## config.mk

```make
export PLATFORM = sky130hd
export DESIGN_NAME = tblt_ctrl
export DESIGN_NICKNAME = d
export VERILOG_FILES = /design/src/hw/rtl/tblt_pkg.sv /design/src/hw/rtl/tblt_ctrl.sv
export SDC_FILE = /design/constraint.sdc
export NUM_CORES = 1
export LEC_CHECK = 0
export ABC_AREA = 1
export BUFFER_PORTS_ARGS = -buffer_cell sky130_fd_sc_hd__buf_2
export CORE_MARGIN = 5
export CORE_UTILIZATION = 45
export CTS_BUF_LIST = sky130_fd_sc_hd__clkbuf_8
export DETAILED_ROUTE_END_ITERATION = 16
export PLACE_DENSITY = 0.79
export SETUP_SLACK_MARGIN = 0.1
export SKIP_CTS_REPAIR_TIMING = 1
export SLEW_MARGIN = 20
export SYNTH_ARGS = -nofsm -noshare
export SYNTH_HDL_FRONTEND = slang
export SYNTH_SLANG_ARGS = --single-unit
export TNS_END_PERCENT = 50
```

## constraint.sdc

```tcl
create_clock -name clk -period 3 [get_ports clk]
set_clock_uncertainty 0.05 [all_clocks]
set_input_delay 0 -clock clk [delete_from_list [all_inputs] [get_ports clk]]
set_output_delay 0 -clock clk [all_outputs]
set_load 0.01 [all_outputs]
```

## src/hw/rtl/tblt_pkg.sv

```systemverilog
// ----------------------------------------------------------------------------
// Translated block lookup table package
// Shared types and constants for the controller and datapath of the table.
// ----------------------------------------------------------------------------
package tblt_pkg;

  localparam int HANDLE_W   = 6;
  localparam int CNT_W      = 32;
  localparam int INV_W      = 8;
  localparam int BUCKET_LSB = 2;
  localparam int REGION_LSB = 26;
  localparam logic [2:0] RAM_REGION = 3'd3;

  localparam logic [1:0] STATUS_OK     = 2'd0;
  localparam logic [1:0] STATUS_INUSE  = 2'd1;
  localparam logic [1:0] STATUS_UNUSED = 2'd2;

  typedef enum logic [1:0] {
    KIND_REG, KIND_UNREG, KIND_LOOKUP, KIND_PWRITE
  } kind_t;

  typedef enum logic [4:0] {
    S_CLEAR, S_IDLE, S_DECODE,
    S_RG_RD, S_RG_CHK, S_RG_WR,
    S_UN_RD, S_UN_G, S_UN_DROP,
    S_LK_G, S_LK_GS, S_LK_GC, S_LK_RD, S_LK_CHK,
    S_PW_RD, S_PW_CHK, S_PW_DROP, S_PW_END, S_PW_PG
  } state_t;

  typedef enum logic [2:0] {IDX_HOLD, IDX_ZERO, IDX_INC, IDX_HANDLE, IDX_GUESS} idx_op_t;
  typedef enum logic [1:0] {SW_NONE, SW_NEW, SW_BUMP} slot_wr_t;
  typedef enum logic [1:0] {GR_NONE, GR_ADDR, GR_SLOT} guess_rd_t;
  typedef enum logic [1:0] {GW_NONE, GW_TAKE, GW_DROP} guess_wr_t;
  typedef enum logic [1:0] {PR_NONE, PR_SPAN, PR_WRITE} page_rd_t;
  typedef enum logic [1:0] {STEP_HOLD, STEP_ZERO, STEP_INC} step_op_t;
  typedef enum logic [1:0] {GC_HOLD, GC_ZERO, GC_LOAD} gcount_op_t;
  typedef enum logic [1:0] {VO_NONE, VO_SET, VO_CLR} valid_op_t;
  typedef enum logic [2:0] {
    EM_NONE, EM_OK, EM_INUSE, EM_UNUSED, EM_MISS, EM_FAST, EM_SLOW, EM_PEND_LAST
  } emit_t;

  typedef struct packed {
    logic       load;
    logic       clear_wr;
    idx_op_t    idx_op;
    logic       slot_rd;
    slot_wr_t   slot_wr;
    guess_rd_t  guess_rd;
    guess_wr_t  guess_wr;
    page_rd_t   page_rd;
    logic       page_wr;
    step_op_t   step_op;
    logic       mark_set;
    gcount_op_t gcount_op;
    valid_op_t  valid_op;
    logic       pend_push;
    emit_t      emit;
  } cmd_t;

  typedef struct packed {
    kind_t kind;
    logic  hnd_ok;
    logic  hnd_valid;
    logic  region;
    logic  outside;
    logic  idx_valid;
    logic  idx_last;
    logic  span_more;
    logic  guess_ok;
    logic  slot_match;
    logic  pw_hit;
    logic  pend_valid;
    logic  clr_done;
  } stat_t;

endpackage

```

## src/hw/rtl/tblt_ctrl.sv

```systemverilog
// ----------------------------------------------------------------------------
// Translated block lookup table controller
// Sequences each transaction and the clearing pass after reset.
// ----------------------------------------------------------------------------
module tblt_ctrl import tblt_pkg::*; (
  input  logic  clk,
  input  logic  rst,
  input  logic  start,
  output logic  busy,
  input  stat_t st,
  output cmd_t  cmd
);

  state_t state, state_next;

  always_ff @(posedge clk) begin
    if (rst) begin
      state <= S_CLEAR;
    end else begin
      state <= state_next;
    end
  end

  always_comb begin
    state_next = state;
    cmd = '0;
    busy = (state != S_IDLE);
    case (state)
      S_CLEAR: begin
        cmd.clear_wr = 1'b1;
        if (st.clr_done) state_next = S_IDLE;
      end
      S_IDLE: begin
        if (start) begin
          cmd.load = 1'b1;
          state_next = S_DECODE;
        end
      end
      S_DECODE: begin
        case (st.kind)
          KIND_REG: begin
            if (!st.hnd_ok) begin
              cmd.emit = EM_UNUSED;
              state_next = S_IDLE;
            end else if (st.hnd_valid) begin
              cmd.emit = EM_INUSE;
              state_next = S_IDLE;
            end else begin
              cmd.idx_op = IDX_HANDLE;
              cmd.step_op = STEP_ZERO;
              state_next = st.region ? S_RG_RD : S_RG_WR;
            end
          end
          KIND_UNREG: begin
            if (!st.hnd_ok || !st.hnd_valid) begin
              cmd.emit = EM_UNUSED;
              state_next = S_IDLE;
            end else begin
              cmd.idx_op = IDX_HANDLE;
              state_next = S_UN_RD;
            end
          end
          KIND_LOOKUP: begin
            cmd.guess_rd = GR_ADDR;
            state_next = S_LK_G;
          end
          KIND_PWRITE: begin
            if (st.outside) begin
              cmd.emit = EM_MISS;
              state_next = S_IDLE;
            end else begin
              cmd.idx_op = IDX_ZERO;
              state_next = S_PW_RD;
            end
          end
          default: state_next = S_IDLE;
        endcase
      end
      S_RG_RD: begin
        if (st.span_more) begin
          cmd.page_rd = PR_SPAN;
          state_next = S_RG_CHK;
        end else begin
          state_next = S_RG_WR;
        end
      end
      S_RG_CHK: begin
        cmd.mark_set = 1'b1;
        cmd.step_op = STEP_INC;
        state_next = S_RG_RD;
      end
      S_RG_WR: begin
        cmd.slot_wr = SW_NEW;
        cmd.valid_op = VO_SET;
        cmd.emit = EM_OK;
        state_next = S_IDLE;
      end
      S_UN_RD: begin
        cmd.slot_rd = 1'b1;
        state_next = S_UN_G;
      end
      S_UN_G: begin
        cmd.guess_rd = GR_SLOT;
        state_next = S_UN_DROP;
      end
      S_UN_DROP: begin
        cmd.guess_wr = GW_DROP;
        cmd.valid_op = VO_CLR;
        cmd.emit = EM_OK;
        state_next = S_IDLE;
      end
      S_LK_G: begin
        if (st.guess_ok) begin
          cmd.idx_op = IDX_GUESS;
          state_next = S_LK_GS;
        end else begin
          cmd.gcount_op = GC_ZERO;
          cmd.idx_op = IDX_ZERO;
          state_next = S_LK_RD;
        end
      end
      S_LK_GS: begin
        cmd.slot_rd = 1'b1;
        state_next = S_LK_GC;
      end
      S_LK_GC: begin
        if (st.slot_match) begin
          cmd.slot_wr = SW_BUMP;
          cmd.emit = EM_FAST;
          state_next = S_IDLE;
        end else begin
          cmd.gcount_op = GC_LOAD;
          cmd.idx_op = IDX_ZERO;
          state_next = S_LK_RD;
        end
      end
      S_LK_RD: begin
        if (st.idx_valid) begin
          cmd.slot_rd = 1'b1;
          state_next = S_LK_CHK;
        end else if (st.idx_last) begin
          cmd.emit = EM_MISS;
          state_next = S_IDLE;
        end else begin
          cmd.idx_op = IDX_INC;
        end
      end
      S_LK_CHK: begin
        if (st.slot_match) begin
          cmd.slot_wr = SW_BUMP;
          cmd.guess_wr = GW_TAKE;
          cmd.emit = EM_SLOW;
          state_next = S_IDLE;
        end else if (st.idx_last) begin
          cmd.emit = EM_MISS;
          state_next = S_IDLE;
        end else begin
          cmd.idx_op = IDX_INC;
          state_next = S_LK_RD;
        end
      end
      S_PW_RD: begin
        if (st.idx_valid) begin
          cmd.slot_rd = 1'b1;
          state_next = S_PW_CHK;
        end else if (st.idx_last) begin
          state_next = S_PW_END;
        end else begin
          cmd.idx_op = IDX_INC;
        end
      end
      S_PW_CHK: begin
        if (st.pw_hit) begin
          cmd.guess_rd = GR_SLOT;
          state_next = S_PW_DROP;
        end else if (st.idx_last) begin
          state_next = S_PW_END;
        end else begin
          cmd.idx_op = IDX_INC;
          state_next = S_PW_RD;
        end
      end
      S_PW_DROP: begin
        cmd.guess_wr = GW_DROP;
        cmd.valid_op = VO_CLR;
        cmd.pend_push = 1'b1;
        if (st.idx_last) begin
          state_next = S_PW_END;
        end else begin
          cmd.idx_op = IDX_INC;
          state_next = S_PW_RD;
        end
      end
      S_PW_END: begin
        if (st.pend_valid) begin
          cmd.emit = EM_PEND_LAST;
          cmd.page_rd = PR_WRITE;
          state_next = S_PW_PG;
        end else begin
          cmd.emit = EM_MISS;
          state_next = S_IDLE;
        end
      end
      S_PW_PG: begin
        cmd.page_wr = 1'b1;
        state_next = S_IDLE;
      end
      default: state_next = S_IDLE;
    endcase
  end

endmodule

```

# Word-level counts from Yosys, hierarchy flattened
# Cells that the tools add are included.
# W data, S select, Z words.
[totals]
regBits = 5
in_bits = 17
[classes]
n_reduce_logical = 11
n_eq_ne = 26
muxes = 70
[ops]
columns = ["operator", "n"]
rows = [
  ["$pmux W5 S16", 1],
  ["$mux W5", 9],
  ["$mux W3", 14],
  ["$eq A5 B4 Y1 const B", 8],
  ["$mux W2", 12],
  ["$pmux W2 S2", 6],
  ["$pmux W3 S7", 1],
  ["$eq A5 B3 Y1 const B", 4],
  ["$pmux W5 S4", 1],
  ["$pmux W3 S6", 1],
  ["$mux W1", 17],
  ["$mux W4", 4],
  ["$eq A5 B5 Y1 const B", 3],
  ["$pmux W2 S3", 2],
  ["$eq A5 B2 Y1 const B", 2],
  ["$reduce_or A2 Y1", 5],
  ["$pmux W3 S3", 1],
  ["$ne A3 B3 Y1 const B", 2],
  ["$eq A5 B1 Y1 const B", 1],
  ["$logic_not A5 Y1", 1],
  ["$ne A5 B1 Y1 const B", 1],
  ["$eq A2 B2 Y1 const B", 2],
  ["$ne A2 B2 Y1 const B", 2],
  ["$reduce_and A4 Y1", 1],
  ["other kinds (5)", 6],
]

# Depth between registers and ports, before layout
[logic_depth]
depth_word = 5
mapped_depth = 10
mapped_depth_nobuf = 10

# Worst setup path before layout
# OpenSTA, ideal clock, no wires.
[synth_path]
path_kind = "reg-to-reg"
startpoint = "register state[0]"
endpoint = "register state[0]"
path_stages_with_launch = 11
n_path_buf = 0
t_arrival_ns = 1.226
path_slack_ns = 1.612
synth_period_minus_slack_ns = 1.388
cell_sequence = "dfxtp_1 nor2_1 inv_2 nor2_2 inv_1 nand2_1 nor2_1 nand3_1 nand2_1 nor2_1 nor2_1"
[synth_between]
elab_chain_len = 3
word_cells_on_any_way = 22
classes_between = "19 x eq/ne; 1 x mux; 2 x reduce/logical"
[synth_rtl]
columns = ["item", "line", "text"]
rows = [
  ["from (decl)", "tblt_ctrl.sv:14", "state_t state, state_next;"],
  ["from (signal assigned)", "tblt_ctrl.sv:20", "state <= state_next;"],
  ["$eq A5 B4 Y1 (tied with other cells)", "tblt_ctrl.sv:28", "case (state)"],
  ["$ne A3 B3 Y1 (no source line) / $ne A2 B2 Y1 (equally long branches)", "-", ""],
  ["$reduce_and A4 Y1 (no source line)", "-", ""],
]
# Parallel ways exist; a longest one is shown, timed or not.
# A chain may end at the register's enable or synchronous reset.

==> impl_metrics.py <==
metrics = {
    "worst_setup_path": {
        "cpMostUsedCell": "nand3_1",
        "crit_buf_inv": 2,
        "timing.critical_path.from": "state[4]$_SDFFE_PP0P_",
        "cp.arrival_ns": 1.66,
        "endpoint_kind": "output pin",
        "path_max_fanout": 8,
        "critPathTopFamily": "simple AND/OR/NAND/NOR gates",
        "crit_path_max_incr_delay_ns": 0.45,
        "r2r_start": "state[4]$_SDFFE_PP0P_",
        "setup.worst_path.start_class": "flip-flop",
        "worstRegToRegCells": 9,
        "path_cells": "inv_2 -> nand3_2 -> nor2_1 -> nand3_1 -> nand2_1 -> a21oi_1 -> nand3_1 -> buf_2",
        "crit_slowest_cell": "dfxtp_1",
        "required_ns": 2.95,
        "worstSetupPathType": "reg2out",
        "path_depth": 8,
    },
    "sta": {
        "rsz0062_at_grt": "false",
        "slew_viol_final": 0,
        "tns_ns": 0,
        "post-route-period-util": 0.569,
        "hold_violations": 0,
        "tightest_slew_ns": 0.463,
        "period_minus_slack_ns": 1.71,
        "setup_violations": 0,
        "slew_headroom": 0.689,
        "fmax_mhz": 586,
    },
    "detailed_routing": {
        "wirelength_um": 2940,
        "firstDrtPassIters": 4,
        "drtAntennaViolNets": 0,
        "viasPerCell": 5.07,
        "drc": 0,
        "vias": 1308,
        "drt_iter0_markers": 51,
        "wire_per_inst_um": 11.4,
    },
    "grt": {
        "grt_first_pass_wirelength_um": 4820,
        "grt_pass1_vias": 1133,
        "grt_max_degree": 9,
        "antenna_found_initial": 0,
        "gr-total-overflow": 0,
        "track_usage": 0.216,
    },
    "place": {
        "place_hpwl_um": 2510,
        "gp_congestion": 1.00,
        "port_buffers": 43,
    },
    "logic_synthesis": {
        "ys_ff_latch": 5,
        "avgSynthCellArea_um2": 4.87,
        "postSynthCellCount": 184,
        "ys_seq_area_frac": 0.112,
        "synth_top_area_frac": 0.201,
        "synth_nets": 201,
        "synth_cell_types": 21,
        "yosys_warnings": 0,
        "synthTopCellsByArea": "nand2_1 20%, nand3_1 16%, inv_1 14%, nor2_1 13%, dfxtp_1 11%",
        "synth_top_area_cell": "nand2_1",
        "netlist_area_um2": 896,
    },
    "floorplan": {
        "fp.dieW_um": 54.6,
        "die-area_um2": 2980,
        "ioPinCount": 44,
        "num_rows": 16,
        "core_area_um2": 1920,
        "die_y_um": 54.6,
        "start_util": 0.466,
    },
    "power_and_ir_drop": {
        "p_leak_nw": 0.828,
        "power_uw": 393,
        "pwr_density_cell_nw_per_um2": 329,
        "max-vdd-ir-drop_v": 0.000375,
    },
    "finish": {
        "diodes": 0,
        "largest_reg_flops": 5,
        "drive_above_1_share": 0.247,
        "regMostFlops": "state",
        "top_regs": "state (5)",
        "final_common_cell": "nand2_1",
        "syn_to_final_growth_pct": 33.1,
        "utilization": 0.620,
        "most-common-layout-cells": "48 x nand2_1, 43 x buf_2, 34 x inv_1",
        "fillCellCount": 232,
        "fin_nets": 249,
    },
    "clock_network": {
        "cts.sinks": 5,
        "clkTransAtPathRegs_ns": 0.04,
        "cts_made_buffers": 3,
        "clk_latency_ns": 0.22,
        "cts_tree": "done",
        "cts.htree.levels": 1,
        "root_buffer": "clkbuf_8",
        "clockBufferDepth": 2,
    },
    "job": {
        "max_cap_viol_count": 0,
    },
    "min_path": {
        "min_from": "st[0]",
        "hp-class": "in2reg",
        "min_delay_path_depth": 5,
    },
    "status": {
        "status": "completed",
    },
}
==> cell families after synthesis <==
family	Yosys count	synth area share
DFF	5	0.112
buffers and inverters	36	0.155
and+or+nand+nor	123	0.608
AOI/OAI and AO/OA	20	0.126
==> cell type report <==
type / instances / area, um2 / area share
multi-input combinational: 143 / 657 / 0.551
timing repair buffer: 44 / 225 / 0.189
inverter: 35 / 131 / 0.110
sequential: 5 / 100 / 0.0839
clock buffer: 3 / 41.3 / 0.0346
tap: 27 / 33.8 / 0.0283
clock inverter: 1 / 3.75 / 0.00315
==> metrics by stage <==
stage	instances	worst slack [ns]	hold WS [ns]	instance area, um2
global route	258	1.14	0.128	1190
CTS	257	1.32	-0.0839	1180
floorplan	184	1.61	0.000692	896
detailed placement	253	1.40	0.149	1140
global placement	253	1.35	0.147	1140
finish	258	1.29	0.0780	1190
==> where the power goes <==
| group | switching, mW | internal [mW] | total [mW] |
|---|---|---|---|
| Clock | 0.0336 | 0.0877 | 0.121 |
| Combinational | 0.122 | 0.0633 | 0.185 |
| Sequential | 0.0118 | 0.0741 | 0.0859 |
| Total | 0.167 | 0.225 | 0.393 |
==> Yosys cell counts, drive strengths merged <==
cell,instances
o2111ai,1
nand2,49
dfxtp,5
nor4,1
o22ai,3
a21oi,6
nor3,3
nand4,3
nor2,38
a221oi,1
nand3,29
o21ai,8
inv,35
buf,1
a31oi,1
==> tightest hold or removal path, stage by stage <==
cell and delay, ns:
buf_2 0.10, inv_1 0.04, nand2_1 0.06, nand3_1 0.07, nor2_1 0.04
==> per-layer routing <==
metal	track usage	routed length [um]	share of wire
met1	0.297	1360	0.46
met4	0.0498	35	0.012
met3	0.0381	219	0.075
met5	0	0	0
met2	0.346	1330	0.45
==> path summary, 6_finish.rpt <==
path,to,slack [ns]
hold / removal,state[0]$_SDFFE_PP0P_,0.08
hold reg to reg,state[1]$_SDFFE_PP0P_,0.65
setup reg to reg,state[3]$_SDFFE_PP0P_,1.37
setup / recovery,cmd[22],1.29
(Power assumes the default switching activity.)
